===== src/rtl/dfp_pkg.sv =====
// Shared types, constants and codes of the dust frame parser.
package dfp_pkg;

    localparam int HISTORY_DEPTH = 8;
    localparam int SLOT_W        = (HISTORY_DEPTH > 1) ? $clog2(HISTORY_DEPTH) : 1;
    localparam int FILL_W        = 7;
    localparam int LVL_W         = 16;
    localparam int SUM_W         = 22;
    localparam int AVG_W         = 20;
    localparam int FRAC_W        = 4;
    localparam int DVD_W         = SUM_W + FRAC_W;
    localparam int DIV_CNT_W     = $clog2(DVD_W);
    localparam int NUM_CH        = 3;
    localparam int CH_W          = 2;
    localparam int WIN_LEN       = 11;
    localparam int SUM_LEN       = 10;
    localparam int IDX_W         = 4;
    localparam int CFG_IDX_W     = 8;

    localparam logic [7:0] HDR0 = 8'hFE;
    localparam logic [7:0] HDR1 = 8'hA5;

    localparam logic [LVL_W-1:0] MIN_LEVEL_RST = 16'd0;
    localparam logic [LVL_W-1:0] MAX_LEVEL_RST = 16'd2500;

    localparam logic [CFG_IDX_W-1:0] REG_MIN_LEVEL = 8'd0;
    localparam logic [CFG_IDX_W-1:0] REG_MAX_LEVEL = 8'd1;

    typedef enum logic [1:0] {
        STATUS_OK    = 2'd0,
        STATUS_CKSUM = 2'd1,
        STATUS_RANGE = 2'd2
    } status_t;

    typedef enum logic [2:0] {
        ST_IDLE,
        ST_HDR,
        ST_SUM,
        ST_CHECK,
        ST_PUSH,
        ST_DIV_START,
        ST_DIV_WAIT,
        ST_OUT
    } state_t;

    typedef logic [NUM_CH-1:0][LVL_W-1:0] lvl_vec_t;

    typedef struct packed {
        logic            push;
        logic [CH_W-1:0] rd_ch;
    } hist_ctl_t;

endpackage


===== src/rtl/dfp_div.sv =====
// Shared restoring divider, one quotient bit per cycle.
module dfp_div
    import dfp_pkg::*;
(
    input  logic              aclk,
    input  logic              aresetn,
    input  logic              start,
    input  logic [DVD_W-1:0]  dividend,
    input  logic [FILL_W-1:0] divisor,
    output logic              done,
    output logic [DVD_W-1:0]  quotient
);

    logic                 busy_reg, busy_next;
    logic                 done_reg, done_next;
    logic [DIV_CNT_W-1:0] cnt_reg, cnt_next;
    logic [DVD_W-1:0]     dvd_reg, dvd_next;
    logic [FILL_W:0]      rem_reg, rem_next;
    logic [FILL_W-1:0]    dsr_reg, dsr_next;
    logic [FILL_W:0]      rem_sh;
    logic                 fits;

    assign rem_sh = {rem_reg[FILL_W-1:0], dvd_reg[DVD_W-1]};
    assign fits   = rem_sh >= {1'b0, dsr_reg};

    always_comb begin
        busy_next = busy_reg;
        done_next = 1'b0;
        cnt_next  = cnt_reg;
        dvd_next  = dvd_reg;
        rem_next  = rem_reg;
        dsr_next  = dsr_reg;
        if (start) begin
            busy_next = 1'b1;
            cnt_next  = DIV_CNT_W'(DVD_W - 1);
            dvd_next  = dividend;
            rem_next  = '0;
            dsr_next  = divisor;
        end else if (busy_reg) begin
            rem_next = fits ? (rem_sh - {1'b0, dsr_reg}) : rem_sh;
            dvd_next = {dvd_reg[DVD_W-2:0], fits};
            cnt_next = cnt_reg - 1'b1;
            if (cnt_reg == '0) begin
                busy_next = 1'b0;
                done_next = 1'b1;
            end
        end
    end

    always_ff @(posedge aclk) begin
        if (!aresetn) begin
            busy_reg <= 1'b0;
            done_reg <= 1'b0;
        end else begin
            busy_reg <= busy_next;
            done_reg <= done_next;
        end
        cnt_reg <= cnt_next;
        dvd_reg <= dvd_next;
        rem_reg <= rem_next;
        dsr_reg <= dsr_next;
    end

    assign done     = done_reg;
    assign quotient = dvd_reg;

endmodule


===== src/rtl/dfp_hist.sv =====
// Per-channel sample history, running sums, write slot and fill count.
module dfp_hist
    import dfp_pkg::*;
(
    input  logic              aclk,
    input  logic              aresetn,
    input  hist_ctl_t         ctl,
    input  lvl_vec_t          sample,
    output logic [SUM_W-1:0]  rd_sum,
    output logic [FILL_W-1:0] fill
);

    logic [LVL_W-1:0]  hist_reg [NUM_CH][HISTORY_DEPTH];
    logic [SUM_W-1:0]  sum_reg  [NUM_CH];
    logic [SUM_W-1:0]  sum_next [NUM_CH];
    logic [SLOT_W-1:0] slot_reg, slot_next;
    logic [FILL_W-1:0] fill_reg, fill_next;
    logic              full;

    assign full = fill_reg >= FILL_W'(HISTORY_DEPTH);

    always_comb begin
        slot_next = slot_reg;
        fill_next = fill_reg;
        for (int c = 0; c < NUM_CH; c++) begin
            sum_next[c] = sum_reg[c];
        end
        if (ctl.push) begin
            for (int c = 0; c < NUM_CH; c++) begin
                sum_next[c] = sum_reg[c]
                            - (full ? SUM_W'(hist_reg[c][slot_reg]) : '0)
                            + SUM_W'(sample[c]);
            end
            slot_next = (slot_reg == SLOT_W'(HISTORY_DEPTH - 1)) ? '0 : slot_reg + 1'b1;
            if (!full) begin
                fill_next = fill_reg + 1'b1;
            end
        end
    end

    always_ff @(posedge aclk) begin
        if (!aresetn) begin
            slot_reg <= '0;
            fill_reg <= '0;
            for (int c = 0; c < NUM_CH; c++) begin
                sum_reg[c] <= '0;
            end
        end else begin
            slot_reg <= slot_next;
            fill_reg <= fill_next;
            for (int c = 0; c < NUM_CH; c++) begin
                sum_reg[c] <= sum_next[c];
            end
        end
    end

    always_ff @(posedge aclk) begin
        if (ctl.push) begin
            for (int c = 0; c < NUM_CH; c++) begin
                hist_reg[c][slot_reg] <= sample[c];
            end
        end
    end

    always_comb begin
        case (ctl.rd_ch)
            2'd0:    rd_sum = sum_reg[0];
            2'd1:    rd_sum = sum_reg[1];
            2'd2:    rd_sum = sum_reg[2];
            default: rd_sum = '0;
        endcase
    end

    assign fill = fill_reg;

endmodule


===== src/rtl/dust_frame_parser_rolling_average.sv =====
// A byte that does not complete a header frees the input after the ST_HDR check.
// A bad-checksum or out-of-range frame gives its result after 10 checksum steps and the check; a good
// one goes on to three divisions (26 quotient bits, start, done), one per channel, on
// the shared divider, with s_tready low throughout. A waiting result stalls the input only
// when the next result is ready. Reset (aresetn low, synchronous) clears the window, sums,
// slot, fill count and limits (min 0, max 2500); history entries stay unset until written.
module dust_frame_parser_rolling_average
    import dfp_pkg::*;
(
    input  logic                 aclk,
    input  logic                 aresetn,
    input  logic                 s_tvalid,
    output logic                 s_tready,
    input  logic [7:0]           s_tdata,    // [7:0] rx_byte
    output logic                 m_tvalid,
    input  logic                 m_tready,
    output logic [71:0]          m_tdata,    // [19:0] avg_fine, [39:20] avg_mid,
                                             // [59:40] avg_coarse, [66:60] samples_used
    output logic [1:0]           m_tuser,    // [1:0] status
    input  logic                 cfg_valid,
    output logic                 cfg_ready,
    input  logic [CFG_IDX_W-1:0] cfg_index,
    input  logic [LVL_W-1:0]     cfg_data
);

    state_t            state_reg, state_next;
    logic [7:0]        win_reg  [WIN_LEN];
    logic [7:0]        win_next [WIN_LEN];
    logic [IDX_W-1:0]  idx_reg, idx_next;
    logic [7:0]        acc_reg, acc_next;
    logic [CH_W-1:0]   ch_reg, ch_next;
    status_t           status_reg, status_next;
    lvl_vec_t          val_reg, val_next;
    logic [AVG_W-1:0]  avg_reg  [NUM_CH];
    logic [AVG_W-1:0]  avg_next [NUM_CH];
    logic [LVL_W-1:0]  min_reg, max_reg;

    logic              m_valid_reg, m_valid_next;
    logic [71:0]       m_data_reg, m_data_next;
    logic [1:0]        m_user_reg, m_user_next;

    hist_ctl_t         hctl;
    logic [SUM_W-1:0]  rd_sum;
    logic [FILL_W-1:0] fill;
    logic              div_start, div_done;
    logic [DVD_W-1:0]  quotient;
    lvl_vec_t          frame_val;
    logic              in_rng;
    logic              s_beat;

    assign s_beat    = s_tvalid && s_tready;
    assign s_tready  = (state_reg == ST_IDLE);
    assign cfg_ready = 1'b1;

    always_comb begin
        for (int c = 0; c < NUM_CH; c++) begin
            frame_val[c] = {win_reg[4 + 2 * c], win_reg[5 + 2 * c]};
        end
        in_rng = 1'b1;
        for (int c = 0; c < NUM_CH; c++) begin
            if (frame_val[c] < min_reg || frame_val[c] > max_reg) begin
                in_rng = 1'b0;
            end
        end
    end

    always_comb begin
        state_next   = state_reg;
        idx_next     = idx_reg;
        acc_next     = acc_reg;
        ch_next      = ch_reg;
        status_next  = status_reg;
        val_next     = val_reg;
        m_valid_next = m_valid_reg;
        m_data_next  = m_data_reg;
        m_user_next  = m_user_reg;
        hctl.push    = 1'b0;
        hctl.rd_ch   = ch_reg;
        div_start    = 1'b0;
        for (int i = 0; i < WIN_LEN; i++) begin
            win_next[i] = win_reg[i];
        end
        for (int c = 0; c < NUM_CH; c++) begin
            avg_next[c] = avg_reg[c];
        end

        if (m_valid_reg && m_tready) begin
            m_valid_next = 1'b0;
        end

        case (state_reg)
            ST_IDLE: begin
                if (s_beat) begin
                    for (int i = 0; i < WIN_LEN - 1; i++) begin
                        win_next[i] = win_reg[i + 1];
                    end
                    win_next[WIN_LEN - 1] = s_tdata;
                    state_next = ST_HDR;
                end
            end
            ST_HDR: begin
                if (win_reg[0] == HDR0 && win_reg[1] == HDR1) begin
                    idx_next   = '0;
                    acc_next   = '0;
                    state_next = ST_SUM;
                end else begin
                    state_next = ST_IDLE;
                end
            end
            ST_SUM: begin
                acc_next = acc_reg + win_reg[idx_reg];
                idx_next = idx_reg + 1'b1;
                if (idx_reg == IDX_W'(SUM_LEN - 1)) begin
                    state_next = ST_CHECK;
                end
            end
            ST_CHECK: begin
                for (int i = 0; i < WIN_LEN; i++) begin
                    win_next[i] = '0;
                end
                val_next = frame_val;
                for (int c = 0; c < NUM_CH; c++) begin
                    avg_next[c] = '0;
                end
                if (acc_reg != win_reg[WIN_LEN - 1]) begin
                    status_next = STATUS_CKSUM;
                    state_next  = ST_OUT;
                end else if (!in_rng) begin
                    status_next = STATUS_RANGE;
                    state_next  = ST_OUT;
                end else begin
                    status_next = STATUS_OK;
                    state_next  = ST_PUSH;
                end
            end
            ST_PUSH: begin
                hctl.push  = 1'b1;
                ch_next    = '0;
                state_next = ST_DIV_START;
            end
            ST_DIV_START: begin
                div_start  = 1'b1;
                state_next = ST_DIV_WAIT;
            end
            ST_DIV_WAIT: begin
                if (div_done) begin
                    avg_next[ch_reg] = quotient[AVG_W-1:0];
                    ch_next = ch_reg + 1'b1;
                    if (ch_reg == CH_W'(NUM_CH - 1)) begin
                        state_next = ST_OUT;
                    end else begin
                        state_next = ST_DIV_START;
                    end
                end
            end
            ST_OUT: begin
                if (!m_valid_reg || m_tready) begin
                    m_valid_next = 1'b1;
                    m_user_next  = status_reg;
                    m_data_next  = {5'd0,
                                    (status_reg == STATUS_OK) ? fill : FILL_W'(0),
                                    avg_reg[2], avg_reg[1], avg_reg[0]};
                    state_next   = ST_IDLE;
                end
            end
            default: begin
                state_next = ST_IDLE;
            end
        endcase
    end

    always_ff @(posedge aclk) begin
        if (!aresetn) begin
            state_reg   <= ST_IDLE;
            m_valid_reg <= 1'b0;
            min_reg     <= MIN_LEVEL_RST;
            max_reg     <= MAX_LEVEL_RST;
            for (int i = 0; i < WIN_LEN; i++) begin
                win_reg[i] <= '0;
            end
        end else begin
            state_reg   <= state_next;
            m_valid_reg <= m_valid_next;
            for (int i = 0; i < WIN_LEN; i++) begin
                win_reg[i] <= win_next[i];
            end
            if (cfg_valid && cfg_ready) begin
                case (cfg_index)
                    REG_MIN_LEVEL: min_reg <= cfg_data;
                    REG_MAX_LEVEL: max_reg <= cfg_data;
                    default: ;
                endcase
            end
        end
        idx_reg    <= idx_next;
        acc_reg    <= acc_next;
        ch_reg     <= ch_next;
        status_reg <= status_next;
        val_reg    <= val_next;
        m_data_reg <= m_data_next;
        m_user_reg <= m_user_next;
        for (int c = 0; c < NUM_CH; c++) begin
            avg_reg[c] <= avg_next[c];
        end
    end

    dfp_hist u_hist (
        .aclk    (aclk),
        .aresetn (aresetn),
        .ctl     (hctl),
        .sample  (val_reg),
        .rd_sum  (rd_sum),
        .fill    (fill)
    );

    dfp_div u_div (
        .aclk     (aclk),
        .aresetn  (aresetn),
        .start    (div_start),
        .dividend ({rd_sum, FRAC_W'(0)}),
        .divisor  (fill),
        .done     (div_done),
        .quotient (quotient)
    );

    assign m_tvalid = m_valid_reg;
    assign m_tdata  = m_data_reg;
    assign m_tuser  = m_user_reg;

endmodule


===== config.mk =====
export PLATFORM = sky130hd
export DESIGN_NAME = dust_frame_parser_rolling_average
export DESIGN_NICKNAME = d
export VERILOG_FILES = /design/src/rtl/dfp_pkg.sv /design/src/rtl/dfp_div.sv /design/src/rtl/dfp_hist.sv /design/src/rtl/dust_frame_parser_rolling_average.sv
export SDC_FILE = /design/constraint.sdc
export NUM_CORES = 2
export LEC_CHECK = 0
export BUFFER_PORTS_ARGS = -buffer_cell sky130_fd_sc_hd__buf_4
export CORE_ASPECT_RATIO = 1.5
export CORE_MARGIN = 2
export CORE_UTILIZATION = 49
export CTS_CLUSTER_SIZE = 25
export DETAILED_ROUTE_END_ITERATION = 10
export PLACE_DENSITY = 0.76
export SKIP_LAST_GASP = 1
export SLEW_MARGIN = 20
export SYNTH_ARGS = -nofsm -noshare
export SYNTH_HDL_FRONTEND = slang
export SYNTH_HIERARCHICAL = 1
export SYNTH_SLANG_ARGS = --single-unit

===== constraint.sdc =====
create_clock -name aclk -period 5.16 [get_ports aclk]
set_input_delay 0.258 -clock aclk [delete_from_list [all_inputs] [get_ports aclk]]
set_output_delay 0.258 -clock aclk [all_outputs]
set_load 0.03 [all_outputs]

==> results_dict.tcl <==
set metrics [dict create \
    start_util_pct 49.3 \
    cp.buffers_inverters 2 \
    cts_setup_buffers 0 \
    ctsHoldBuffers 25 \
    antenna_found_initial 0 \
    largest_reg_flops 384 \
    synth.cell_area_um2 39300 \
    synth-seq-cells 828 \
    tightestPinTransition_ns 1.10 \
    layout-drive-gt1-share_pct 14.4 \
    critPathLaunchType "register" \
    grt_pass1_vias 25000 \
    clockBufferDepth 3 \
    r2r_start "u_hist/slot_reg[0]" \
    min-delay-path-class "input pin to register" \
    drt_iter0_drc 1982 \
    hpwl_um 62300 \
    synth_flop_cell "edfxtp_1" \
    die-area_um2 82400 \
    grtUsageMet2_pct 40.8 \
    area_growth_pct 12.2 \
    final_cell_area_um2 44000 \
    crit_chain "buf_12 > mux4_2 > mux2i_1 > nor2_1 > fa_1 > inv_1 > ha_1 > a21o_1 > o211ai_1 > a21oi_1 > o31a_1 > o21a_1 > o21ai_1 > mux2_2 > o311ai_0" \
    setup_viol 0 \
    critPathCaptureType "register" \
    crit_arrival_ns 5.33 \
    p_leak_nw 15.9 \
    portBuffers 107 \
    worstReg2RegEnd "u_hist/sum_reg[0][59]" \
    fin_nets 3455 \
    wl_um 91900 \
    synth_edf_count 610 \
    powerDensity_nw_per_um2 315 \
    place_congestion 0.918 \
    drv_cap 0 \
    tritoncts "done" \
    fp.dieH_um 351 \
    grt-ovfl-total 0 \
    diodes 0 \
    reg2reg_slack_ns 0.35 \
    critPathKind "register to register" \
    cts.sinks 828 \
    io_pins 114 \
    path_max_fanout 40 \
    first_pass_iters 8 \
    grt_first_pass_wirelength_um 143000 \
    placed_area_um2 41300 \
    crit_start "u_hist/slot_reg[0]" \
    cts-htree-levels 3 \
    final.setup_skew_ns 0.0363 \
    critPathRequiredTime_ns 5.67 \
    globalRouteTotalUtil_pct 22.3 \
    ys_warn_count 6 \
    fin_crit_sh_pct 93.3 \
    path_clk_slew_ns 0.06 \
    netlist_instances 3061 \
    cts_inserted_buffers 76 \
    grt_max_degree 65 \
    final_cell_mix "610 x edfxtp_1, 260 x nand2_1, 253 x inv_1, 246 x nor2_1, 215 x dfxtp_1" \
    die_x_um 235 \
    antenna_left 0 \
    insertion_delay_ns 0.64 \
    ir_worst_vdd_uv 250 \
    crit_path_top_delay_cell "dfxtp_4" \
    yosysSeqAreaShare_pct 57.8 \
    min_from "cfg_index[0]" \
    gr-max-usage-layer "met2" \
    ctsResizeCount 0 \
    crit_family "compound AO/OA/AOI/OAI gates" \
    mostFrequentLayoutCell "edfxtp_1" \
    timing.slew.headroom_pct 26.8 \
    hold_path_depth 4 \
    fmax_mhz 208 \
    status "finished clean" \
    vias 24700 \
    period_minus_slack_ns 4.81 \
    worst-r2r-cell-count 15 \
    coreArea_um2 79600 \
    slew_violations 0 \
    syn_area_per_cell_um2 12.8 \
    row_count 127 \
    avgViaCountPerCell 5.76 \
    drc 0 \
    post-route-util_pct 55.3 \
    root_buffer "clkbuf_16" \
    worstHoldEndpoint "min_reg[0]" \
    grt_setup_unrepaired "false" \
    yosysUniqueCellTypes 87 \
    fill_cells 6360 \
    finalHoldViolations 0 \
    wire_per_inst_um 21.5 \
    slowest_delay_ns 0.64 \
    grt_util_met3_pct 2.49 \
    async_flop_share_pct 0 \
    setup_tns_ns 0 \
    use_met1_pct 26.1 \
]
==> worst min-delay path, cell delays in order <==
cell and delay, ns:
buf_4 0.10, nor2_4 0.11, mux2i_1 0.14, nor2_1 0.07
==> how the worst max path moves through the flow <==
| stage | endpoint | cells past startpoint |
|---|---|---|
| after floorplan | u_hist/hist_reg[0][112] | 5 |
| after global routing | u_hist/sum_reg[0][65] | 17 |
| after CTS | u_hist/sum_reg[0][59] | 15 |
| after global placement | u_hist/sum_reg[0][59] | 15 |
| after detailed placement | u_hist/sum_reg[0][59] | 15 |
| final | u_hist/sum_reg[0][59] | 15 |
==> metrics by stage <==
stage	power (mW)	std cells	setup WS (ns)	hold WS, ns
floorplan	8.10	3069	0.0384	0.372
global placement	8.35	4113	0.449	0.433
detailed placement	8.37	4113	0.414	0.440
CTS	14.0	4277	0.379	0.0728
global route	14.3	4277	0.109	0.111
finish	13.9	4277	0.348	0.0862
==> cells in the mapped netlist, types with 14 or more instances <==
library cell,number,area [um2]
buf_1,23,86.3
a21o_1,52,390
buf_2,15,75.1
a21oi_1,187,936
and2_1,14,87.6
dfxtp_1,218,4360
o21a_1,15,113
inv_1,255,957
xor2_1,25,219
nor3_1,34,170
nor2b_1,20,125
edfxtp_1,610,18300
nand3_1,77,385
mux4_2,118,2660
mux2i_1,198,1980
nand2_1,262,983
ha_1,184,2300
nor2_1,253,950
fa_1,50,1000
nand2b_1,14,87.6
xnor2_1,35,307
o21ai_0,61,305
mux2_2,42,473
clkbuf_1,94,353
a211oi_1,15,113
nand4_1,19,119
==> kinds of logic (layout without fill, tap and decap cells) <==
family,Yosys count,after routing,synth area share [%]
AOI/OAI and AO/OA,419,419,6.71
buffers and inverters,396,572,3.93
muxes,359,359,13.1
xor gates and xnor gates,61,61,1.38
DFF,828,828,57.8
other,2,10,0.0191
and+or+nand+nor,762,762,8.68
adders and majority gates,234,234,8.41
==> where the power goes <==
part | internal, mW | switching (mW) | leakage (nW) | total, mW
Combinational | 0.380 | 0.544 | 7.51 | 0.924
Sequential | 7.18 | 0.146 | 7.22 | 7.33
Clock | 3.16 | 2.47 | 1.19 | 5.63
Total | 10.7 | 3.16 | 15.9 | 13.9
==> per-layer routing <==
| layer | wire, um | vias up |
|---|---|---|
| met1 | 34800 | 12200 |
| li1 | - | 11400 |
| met2 | 47900 | 885 |
| met3 | 5020 | 211 |
| met4 | 4140 | 0 |
| met5 | 0 | - |
==> layout make-up <==
class / count / area (um2) / share of cell area (%)
Clock buffer: 98 / 2070 / 4.69
Clock inverter: 41 / 410 / 0.932
Inverter: 256 / 961 / 2.18
Multi-Input combinational cell: 1845 / 15200 / 34.4
Sequential cell: 828 / 22700 / 51.5
Tap cell: 1032 / 1290 / 2.93
Timing Repair Buffer: 177 / 1450 / 3.30
Note: power is estimated with default switching activity, not from simulation.
